===== src/rtl/md4_pkg.sv =====
// Package with the MD4 constants, round tables and shared types.
`default_nettype none

package md4_pkg;

  localparam logic [31:0] IV_A      = 32'h67452301;
  localparam logic [31:0] IV_B      = 32'hefcdab89;
  localparam logic [31:0] IV_C      = 32'h98badcfe;
  localparam logic [31:0] IV_D      = 32'h10325476;
  localparam logic [31:0] K_ROUND2  = 32'h5a827999;
  localparam logic [31:0] K_ROUND3  = 32'h6ed9eba1;
  localparam logic [7:0]  PAD_MARK  = 8'h80;
  localparam logic [6:0]  LEN_OFFSET = 7'd56;
  localparam logic [6:0]  BLOCK_BYTES = 7'd64;
  localparam logic [3:0]  LEN_WORD_LO = 4'd14;
  localparam logic [3:0]  LEN_WORD_HI = 4'd15;
  localparam logic [5:0]  LAST_ROUND = 6'd47;

  typedef enum logic [2:0] {
    ST_IDLE,
    ST_LOAD,
    ST_RUN,
    ST_ADD,
    ST_DONE
  } state_t;

  typedef enum logic [1:0] {
    PH_DATA,
    PH_PAD1,
    PH_PAD2
  } phase_t;

  // How the block store presents its contents to the compression rounds.
  typedef struct packed {
    logic [6:0] keep;  // bytes below this offset come from the store
    logic       mark;  // the byte at offset keep reads as the pad mark
    logic       len;   // the last two words carry the bit length
  } pad_view_t;

  // Message word used by a given round (0 to 47).
  function automatic logic [3:0] word_sel(input logic [5:0] rnd);
    logic [3:0] j;
    j = rnd[3:0];
    case (rnd[5:4])
      2'd0:    word_sel = j;
      2'd1:    word_sel = {j[1:0], j[3:2]};
      2'd2:    word_sel = {j[0], j[1], j[2], j[3]};
      default: word_sel = 4'd0;
    endcase
  endfunction

  // Left rotation of a given round.
  function automatic logic [4:0] rot_amt(input logic [1:0] grp, input logic [1:0] step);
    logic [4:0] s;
    s = 5'd3;
    case (grp)
      2'd0: begin
        case (step)
          2'd0:    s = 5'd3;
          2'd1:    s = 5'd7;
          2'd2:    s = 5'd11;
          default: s = 5'd19;
        endcase
      end
      2'd1: begin
        case (step)
          2'd0:    s = 5'd3;
          2'd1:    s = 5'd5;
          2'd2:    s = 5'd9;
          default: s = 5'd13;
        endcase
      end
      default: begin
        case (step)
          2'd0:    s = 5'd3;
          2'd1:    s = 5'd9;
          2'd2:    s = 5'd11;
          default: s = 5'd15;
        endcase
      end
    endcase
    rot_amt = s;
  endfunction

endpackage

`default_nettype wire


===== src/rtl/md4_blk_buf.sv =====
// Message block store with a padded read view for the compression rounds.
`default_nettype none

module md4_blk_buf (
  input  wire logic              clk,
  input  wire logic              we,
  input  wire logic [5:0]        waddr,
  input  wire logic [7:0]        wdata,
  input  wire logic [3:0]        raddr,
  input  wire md4_pkg::pad_view_t view,
  input  wire logic [63:0]       len_bits,
  output logic [31:0]            rdata
);
  import md4_pkg::*;

  logic [3:0][7:0] mem [16];
  logic [3:0][7:0] rd_word;
  logic [3:0]      rd_addr;
  logic [3:0][7:0] view_bytes;

  always_ff @(posedge clk) begin
    if (we) begin
      mem[waddr[5:2]][waddr[1:0]] <= wdata;
    end
    rd_word <= mem[raddr];
    rd_addr <= raddr;
  end

  // Bytes past the fill point read as the pad mark or as zero, so the
  // padding never has to be written into the store.
  always_comb begin
    for (int k = 0; k < 4; k++) begin
      if ({1'b0, rd_addr, 2'(k)} < view.keep) begin
        view_bytes[k] = rd_word[k];
      end else if (view.mark && !view.keep[6] && {rd_addr, 2'(k)} == view.keep[5:0]) begin
        view_bytes[k] = PAD_MARK;
      end else begin
        view_bytes[k] = 8'h00;
      end
    end
    if (view.len && rd_addr == LEN_WORD_LO) begin
      rdata = len_bits[31:0];
    end else if (view.len && rd_addr == LEN_WORD_HI) begin
      rdata = len_bits[63:32];
    end else begin
      rdata = view_bytes;
    end
  end

endmodule

`default_nettype wire


===== src/rtl/md4_round.sv =====
// One MD4 round step: boolean function, constant, word add and rotation.
`default_nettype none

module md4_round (
  input  wire logic [5:0]  rnd,
  input  wire logic [31:0] a,
  input  wire logic [31:0] b,
  input  wire logic [31:0] c,
  input  wire logic [31:0] d,
  input  wire logic [31:0] w,
  output logic [31:0]      t
);
  import md4_pkg::*;

  logic [31:0] f;
  logic [31:0] sum;
  logic [4:0]  s;

  always_comb begin
    case (rnd[5:4])
      2'd0:    f = (b & c) | (~b & d);
      2'd1:    f = ((b & c) | (b & d) | (c & d)) + K_ROUND2;
      default: f = (b ^ c ^ d) + K_ROUND3;
    endcase
    sum = a + f + w;
    s   = rot_amt(rnd[5:4], rnd[1:0]);
    t   = (sum << s) | (sum >> (6'd32 - {1'b0, s}));
  end

endmodule

`default_nettype wire


===== src/rtl/md4_message_digest_top.sv =====
// Top level of the streaming MD4 hash engine: sequencer, chaining state and handshakes.
`default_nettype none

// Channel   Beat content                        Handshake
// -------   ---------------------------------   --------------------
// input     data_byte, has_byte, last           in_valid / in_ready
// output    digest_low, digest_high (128 bits)  out_valid / out_ready
//
// A beat that neither completes a 64-byte block nor carries last is taken and
// the engine is ready again on the next cycle. A beat that completes a block, or
// that carries last, starts the shared round unit, which runs one MD4 round a
// cycle; one block keeps in_ready low through the load, the 48 rounds and the
// final add. A closing beat runs one block, or two when the length no longer
// fits or the beat itself completes a block, and the done state then moves the
// digest into the output register and raises out_valid. in_ready is low meanwhile.
// Reset restores the initial chaining values and clears the bit count; the
// block store itself is not cleared. A digest waits in its output register
// while out_ready is low, and the engine holds before a further digest until
// the waiting one has been taken.

module md4_message_digest_top (
  input  wire logic        clk,
  input  wire logic        rst,
  input  wire logic        in_valid,
  output logic             in_ready,
  input  wire logic [7:0]  data_byte,
  input  wire logic        has_byte,
  input  wire logic        last,
  output logic             out_valid,
  input  wire logic        out_ready,
  output logic [63:0]      digest_low,
  output logic [63:0]      digest_high
);
  import md4_pkg::*;

  state_t      state, state_next;
  phase_t      phase, phase_next;
  logic        fin;
  logic [63:0] bit_count;
  logic [5:0]  rnd;
  logic [31:0] chain [4];
  logic [31:0] wa, wb, wc, wd;

  logic        in_fire;
  logic [5:0]  fill;
  logic        byte_fills_block;
  logic [5:0]  rnd_fetch;
  logic [3:0]  raddr;
  logic [31:0] word;
  logic [31:0] t;
  pad_view_t   view;
  logic        load_out;

  assign in_fire          = in_valid && in_ready;
  assign fill             = bit_count[8:3];
  assign byte_fills_block = has_byte && (fill == 6'd63);

  // Block store: each message byte goes in at the current fill position.
  md4_blk_buf u_buf (
    .clk      (clk),
    .we       (in_fire && has_byte),
    .waddr    (fill),
    .wdata    (data_byte),
    .raddr    (raddr),
    .view     (view),
    .len_bits (bit_count),
    .rdata    (word)
  );

  md4_round u_round (
    .rnd (rnd),
    .a   (wa),
    .b   (wb),
    .c   (wc),
    .d   (wd),
    .w   (word),
    .t   (t)
  );

  // The store read is registered, so the word for the next round is fetched
  // in the cycle before its use.
  always_comb begin
    rnd_fetch = (state == ST_RUN) ? rnd + 6'd1 : 6'd0;
    raddr     = word_sel(rnd_fetch);
  end

  // The padded view of the block that the current phase compresses.
  always_comb begin
    case (phase)
      PH_DATA: view = '{keep: BLOCK_BYTES, mark: 1'b0, len: 1'b0};
      PH_PAD1: view = '{keep: {1'b0, fill}, mark: 1'b1, len: ({1'b0, fill} < LEN_OFFSET)};
      PH_PAD2: view = '{keep: 7'd0, mark: 1'b0, len: 1'b1};
      default: view = '{keep: BLOCK_BYTES, mark: 1'b0, len: 1'b0};
    endcase
  end

  always_comb begin
    state_next = state;
    phase_next = phase;
    in_ready   = 1'b0;
    load_out   = 1'b0;
    case (state)
      ST_IDLE: begin
        in_ready = 1'b1;
        if (in_valid) begin
          if (byte_fills_block) begin
            state_next = ST_LOAD;
            phase_next = PH_DATA;
          end else if (last) begin
            state_next = ST_LOAD;
            phase_next = PH_PAD1;
          end
        end
      end
      ST_LOAD: begin
        state_next = ST_RUN;
      end
      ST_RUN: begin
        if (rnd == LAST_ROUND) begin
          state_next = ST_ADD;
        end
      end
      ST_ADD: begin
        case (phase)
          PH_DATA: begin
            if (fin) begin
              state_next = ST_LOAD;
              phase_next = PH_PAD1;
            end else begin
              state_next = ST_IDLE;
            end
          end
          PH_PAD1: begin
            if ({1'b0, fill} >= LEN_OFFSET) begin
              state_next = ST_LOAD;
              phase_next = PH_PAD2;
            end else begin
              state_next = ST_DONE;
            end
          end
          default: state_next = ST_DONE;
        endcase
      end
      ST_DONE: begin
        if (!out_valid || out_ready) begin
          load_out   = 1'b1;
          state_next = ST_IDLE;
        end
      end
      default: state_next = ST_IDLE;
    endcase
  end

  always_ff @(posedge clk) begin
    if (rst) begin
      state <= ST_IDLE;
    end else begin
      state <= state_next;
    end
  end

  always_ff @(posedge clk) begin
    if (rst) begin
      phase     <= PH_DATA;
      fin       <= 1'b0;
      bit_count <= 64'd0;
      rnd       <= 6'd0;
      out_valid <= 1'b0;
      chain[0]  <= IV_A;
      chain[1]  <= IV_B;
      chain[2]  <= IV_C;
      chain[3]  <= IV_D;
    end else begin
      phase <= phase_next;
      if (load_out) begin
        out_valid <= 1'b1;
      end else if (out_valid && out_ready) begin
        out_valid <= 1'b0;
      end
      if (in_fire) begin
        fin <= last;
        if (has_byte) begin
          bit_count <= bit_count + 64'd8;
        end
      end
      case (state)
        ST_LOAD: rnd <= 6'd0;
        ST_RUN:  rnd <= rnd + 6'd1;
        ST_ADD: begin
          chain[0] <= chain[0] + wa;
          chain[1] <= chain[1] + wb;
          chain[2] <= chain[2] + wc;
          chain[3] <= chain[3] + wd;
        end
        default: ;
      endcase
      if (load_out) begin
        bit_count <= 64'd0;
        chain[0]  <= IV_A;
        chain[1]  <= IV_B;
        chain[2]  <= IV_C;
        chain[3]  <= IV_D;
      end
    end
  end

  // Working variables of the compression and the digest output register.
  always_ff @(posedge clk) begin
    if (state == ST_LOAD) begin
      wa <= chain[0];
      wb <= chain[1];
      wc <= chain[2];
      wd <= chain[3];
    end else if (state == ST_RUN) begin
      wa <= wd;
      wd <= wc;
      wc <= wb;
      wb <= t;
    end
    if (load_out) begin
      digest_low  <= {chain[1], chain[0]};
      digest_high <= {chain[3], chain[2]};
    end
  end

endmodule

`default_nettype wire

===== config.mk =====
export PLATFORM = sky130hd
export DESIGN_NAME = md4_message_digest_top
export DESIGN_NICKNAME = d
export VERILOG_FILES = /design/src/rtl/md4_pkg.sv /design/src/rtl/md4_blk_buf.sv /design/src/rtl/md4_round.sv /design/src/rtl/md4_message_digest_top.sv
export SDC_FILE = /design/constraint.sdc
export NUM_CORES = 2
export LEC_CHECK = 0
export BUFFER_PORTS_ARGS = -buffer_cell sky130_fd_sc_hd__buf_4
export CAP_MARGIN = 20
export CORE_AREA = 2 2 297 299
export DETAILED_ROUTE_END_ITERATION = 6
export DIE_AREA = 0 0 299 301
export PLACE_DENSITY = 0.76
export SYNTH_ARGS = -nofsm -noshare
export SYNTH_HDL_FRONTEND = slang
export SYNTH_SLANG_ARGS = --single-unit
export TNS_END_PERCENT = 20

===== constraint.sdc =====
create_clock -name clk -period 12.55 [get_ports clk]
set_clock_uncertainty 0.1 [all_clocks]
set_input_delay 2.51 -clock clk [delete_from_list [all_inputs] [get_ports clk]]
set_output_delay 2.51 -clock clk [all_outputs]
set_load 0.03 [all_outputs]

Word-level counts from Yosys, hierarchy flattened. Memories as Yosys holds them, arrays and structs flattened. A register that Yosys moved wholly into a read port is not among the register bits. Cells that the tools add are included.

Input bits: 14. Memories kept: 2. RAM bits: 640. Register bits after elaboration: 337. Output and inout port bits: 130.

Add/subtract/negate cells: 11. Equal/unequal tests: 26. Muxes and demuxes: 68. $lt $le $gt $ge: 8. Reductions and logical operators: 27. Bitwise gates (word level): 19. Shift-type cells: 2.

Memories: u_buf.mem (depth 16, bits a word 32, read ports 1, clocked after Yosys merged registers in 1, write ports 1, RTL line md4_blk_buf.sv:16) `logic [3:0][7:0] mem [16];`; chain (depth 4, bits a word 32, read ports 4, clocked after Yosys merged registers in 0, write ports 4, RTL line md4_message_digest_top.sv:41) `logic [31:0] chain [4];`.

Operators with widths (number): 32-bit 2-to-1 mux (19); 32-bit adder (6); 32-bit AND (4); 32-bit OR (4); 8-bit 2-to-1 mux (9); 32-bit by 31-bit adder with 32-bit output, second input constant (2); 64-bit by 4-bit adder with 64-bit output, second input constant (1); 32-bit one-hot mux with 2 select lines (1); 32-bit bitwise XOR (2); 4-bit one-hot mux with 3 select lines (3); 32-bit inverter (1); 32-bit by 5-bit << shifter with 32-bit output (1); 32-bit by 6-bit right shift with 32-bit output (1); 6-bit by 7-bit < comparator with 1-bit output (4); 6-bit equality test (4); 3-bit 2-to-1 mux (6); 9-bit one-hot mux with 2 select lines (1); 8-bit demux with 2-bit select (1); 1-bit 2-to-1 mux (15); 3-bit one-hot mux with 5 select lines (1); 5-bit one-hot mux with 3 select lines (1); 6-bit equality test, second input constant (2); 1-bit logical AND (12); 6-bit one-hot mux with 2 select lines (1); 30 further kinds (59).

Logic depth before layout (Yosys ltp).
Depth in word-level cells: 14. Mapped depth: 29. Depth with buffers taken out: 27.

Modules after synthesis. Synthesis repeated with hierarchy kept, for this count alone.

Cell total of the unflattened synthesis: 4128. Area, all modules: 51633.3 µm².

By module, submodules not included: md4_message_digest_top (area each 23248.5 µm², sequential area each 12371.9 µm², instances 1, cells an instance 2075); md4_blk_buf (area each 21117.8 µm², sequential area each 16095.4 µm², instances 1, cells an instance 1027); md4_round (area each 7267.0 µm², sequential area each 0.0 µm², instances 1, cells an instance 1026).

Least setup slack after synthesis. No wires, ideal clock.

Path type: input -> register. From: input port out_ready. To: memory chain[2][13] (data pin). Setup slack: 2.440 ns. Arrival: 9.744 ns. Stages on the path: 6. Data required time: 12.184 ns. Setup time: 0.266 ns. Cell sequence: nor2b_1 nor2_1 nor2_1 nand2_1 clkbuf_1 nor2_1.

RTL lines: start: declaration (RTL line md4_message_digest_top.sv:30) `input wire logic out_ready,`; end: declaration (RTL line md4_message_digest_top.sv:41).

Worst setup path in the final report.
From: register wd[1]. To: register wb[28] (data pin).

Word-level cells in the longest chain between the ends: 11.

Ends and longest elaborated chain: start: declaration (RTL line md4_message_digest_top.sv:42) `logic [31:0] wa, wb, wc, wd;`; start signal: assignment (RTL line md4_message_digest_top.sv:213) `wd <= chain[3];`; start signal: assignment (RTL line md4_message_digest_top.sv:216) `wd <= wc;`; 32-bit AND (RTL line md4_round.sv:22) `2'd1: f = ((b & c) | (b & d) | (c & d)) + K_ROUND2;`; 32-bit OR (2 in a row) (RTL line md4_round.sv:22); 32-bit by 31-bit adder with 32-bit output (RTL line md4_round.sv:22); 32-bit one-hot mux with 2 select lines (*) (RTL line md4_round.sv:20) `case (rnd[5:4])`; 32-bit adder (*) (2 in a row) (RTL line md4_round.sv:25) `sum = a + f + w;`; 32-bit by 6-bit right shift with 32-bit output / 32-bit by 5-bit << shifter with 32-bit output (equally long branches) (RTL line md4_round.sv:27) `t = (sum << s) | (sum >> (6'd32 - {1'b0, s}));`; 32-bit OR (*) (RTL line md4_round.sv:27); 32-bit 2-to-1 mux (*) (RTL line md4_message_digest_top.sv:214) `end else if (state == ST_RUN) begin`; 32-bit 2-to-1 mux (*) (RTL line md4_message_digest_top.sv:209) `if (state == ST_LOAD) begin`; end signal: assignment (RTL line md4_message_digest_top.sv:211) `wb <= chain[1];`; end signal: assignment (RTL line md4_message_digest_top.sv:218) `wb <= t;`; end: declaration (RTL line md4_message_digest_top.sv:42).

Every way passes the cells marked *; elsewhere a longest branch is shown, timed or not. The select of a mux whose other input is x is not followed. A chain may end at the register's enable or synchronous reset.

==> impl_metrics.ini <==
[run_status]
outcome = finished, final reports clean

[sta]
hold_viol = 0
setup_viol = 0
fmax_mhz = 136
finalCriticalPeriod_ns = 7.38
worst_pin_slew_ns = 1.08
maxSlewViolCount = 0
fin_setup_tns_ns = 0
fin_ws_ns = 5.17
rsz0062_at_grt = false
period_share_pct = 58.8
maxSlewHeadroom_pct = 27.5
holdWs_ns = 0.386

[place]
dpl_worst_slack_ns = 5.32
dpl.cell_count = 5749
postPlaceCellArea_sq_mm = 0.0535
dp.final_hpwl_mm = 106
io_buffers = 143
place.gp.congestion = 0.991

[layout]
fin_cells = 5939
area_growth_pct = 10.6
fin_util_pct = 65.9
design_area_sq_mm = 0.0570
layout.nets = 4952
drive_gt1_share_pct = 8.36

[global_routing]
grt_pass1_vias = 35800
grt_pass1_wl_mm = 224
gr-total-overflow = 0
grt_util_all_layers_pct = 33.0
grt_max_degree = 157
antenna_found_initial = 4

[synth]
ys.flop_type = edfxtp_1
synth_common_cells = 832 x edfxtp_1, 561 x nand2_1, 326 x nor2_1
synth-edff-count = 832
yosysMostFrequentCell = edfxtp_1
synth.avg_cell_area_sq_um = 11.1
synthCells = 4652
synth_top_cell_by_area = edfxtp_1
ys_types = 85
synthTopCellsByArea = edfxtp_1 49%, dfxtp_1 6.8%, ha_1 4.2%
synth_async_sr_flop_share_pct = 0
synth-seq-area-share_pct = 55.3
synth_warnings = 0
netlist_area_sq_mm = 0.0515
syn-num-nets = 4908
ys_ff_latch = 1006
synth_top_area_share_pct = 48.5

[power_and_ir_drop]
p_leak_nw = 20.0
total_power_mw = 16.9
p_per_area_mw_per_mm2 = 297
vdd_drop_max_uv = 202

[route]
ant_nets = 0
vias = 38200
drcViolationCount = 0
drtIter0Drc = 4351
first_pass_iters = 6
post_drt_wl_per_cell_microns = 25.3
drt-total-wl_mm = 150
via_per_inst = 6.43

[floorplanning]
num_io_pins = 144
start_util_pct = 59.6
die_h_microns = 301
die-area_sq_mm = 0.0900
num_rows = 108
die_x_microns = 299
coreArea_sq_mm = 0.0865

[clock_network]
clock_latency_ns = 0.72
cts_tree = done
cts_resized = 0
clock_path_buffers = 3
cts_buffers = 100
hold_buffers = 0
cts.sinks = 1006
cts-htree-levels = 3
clkTransAtPathRegs_ns = 0.06
post-cts-setup-buffers = 0
root_buffer = clkbuf_16

[worst_setup_path]
crit_path_max_incr_delay_ns = 0.56
critPathLaunchType = flip-flop
worst_ep_arrival_time_ns = 7.74
endpoint_kind = flip-flop
ff2ff_setup_slack_ns = 5.17
path_common_cell = a21oi_1
path_class = flip-flop to flip-flop
crit_path_max_fanout = 9
slowest_stage = a221oi_1
required_ns = 12.91

[hold_path]
hold_path.class = flip-flop to flip-flop

[run]
drv_cap = 0
## cell type report
cell class	instances	area, sq um
timing repair buffer	179	1370
clock inverter	65	811
antenna	1	2.50
fill	6607	29500
multi-input combinational	3232	21600
inverter	177	667
sequential	1006	28500
tap	1155	1450
clock buffer	124	2650
## cell families after synthesis
kind of cell	Yosys count	synth area share (%)
compound gates	1259	15.8
simple gates	1340	11.9
fa+ha+maj	242	6.87
mux	164	3.23
xor+xnor	227	3.86
flops	1006	55.3
buf+inv	414	3.08
## state kept, by name, indices dropped and copies added, names as in the netlist
| register | cells |
|---|---|
| chain | 128 |
| wb | 32 |
| rnd | 6 |
| fin | 1 |
| out_valid | 1 |
| bit_count | 61 |
| phase | 2 |
| digest_high | 64 |
| wc | 32 |
| u_buf.rd_addr | 4 |
| state | 3 |
| digest_low | 64 |
| u_buf.mem | 512 |
| wa | 32 |
| wd | 32 |
| u_buf.rd_word | 32 |
## per-layer routing
metal	part of all wire [%]	global-route usage, %	vias to the layer above
met2	46	52.1	1776
met3	8.6	5.69	358
met5	0.0053	0	-
met4	4.9	14.5	2
met1	40	45.2	18700
li1	-	-	17400
## placed cells by master, fill, tap and decap left out, types with 30 or more instances in the layout
cell / synthesis / routed
edfxtp_1: 832 / 832
nand2_1: 561 / 561
nor2_1: 326 / 323
o21ai_0: 315 / 315
a21oi_1: 296 / 292
buf_4: 0 / 176
inv_1: 176 / 175
ha_1: 174 / 174
dfxtp_1: 174 / 172
a211oi_1: 162 / 162
mux2i_1: 154 / 154
xnor2_1: 116 / 116
xor2_1: 111 / 111
o221ai_1: 102 / 102
clkbuf_16: 0 / 101
nand3_1: 90 / 90
nor2b_1: 72 / 72
a21o_1: 69 / 69
fa_1: 68 / 68
o211ai_1: 66 / 66
nor3_1: 56 / 55
nand2b_1: 48 / 48
o22ai_1: 36 / 36
and3_1: 32 / 32
or3_1: 31 / 31
nand4_1: 30 / 30
## critical path, delay by kind of cell, from the launching register on
family	cells	cell delay, ns
AO/OA/AOI/OAI	13	3.21
adder cells (fa/ha/maj)	4	1.74
AND/OR/NAND/NOR	6	0.99
XOR/XNOR	3	0.57
flip-flops	1	0.51
buffers and inverters	1	0.05
## where the power goes
group / internal (mW) / switching, mW / leakage [nW]
Clock: 1.81 / 1.31 / 1.67
Combinational: 3.32 / 5.81 / 9.44
Sequential: 4.14 / 0.510 / 8.90
Total: 9.26 / 7.63 / 20.0
## final timing paths
check        cells past startpoint              from                to
max                             27   wd[1]$_DFFE_PP_  wb[28]$_DFFE_PP_
min                              2  fin$_SDFFE_PP0P_  fin$_SDFFE_PP0P_
max reg2reg                     27   wd[1]$_DFFE_PP_  wb[28]$_DFFE_PP_
min reg2reg                      2  fin$_SDFFE_PP0P_  fin$_SDFFE_PP0P_
No activity file was read; power rests on OpenSTA's default activity.
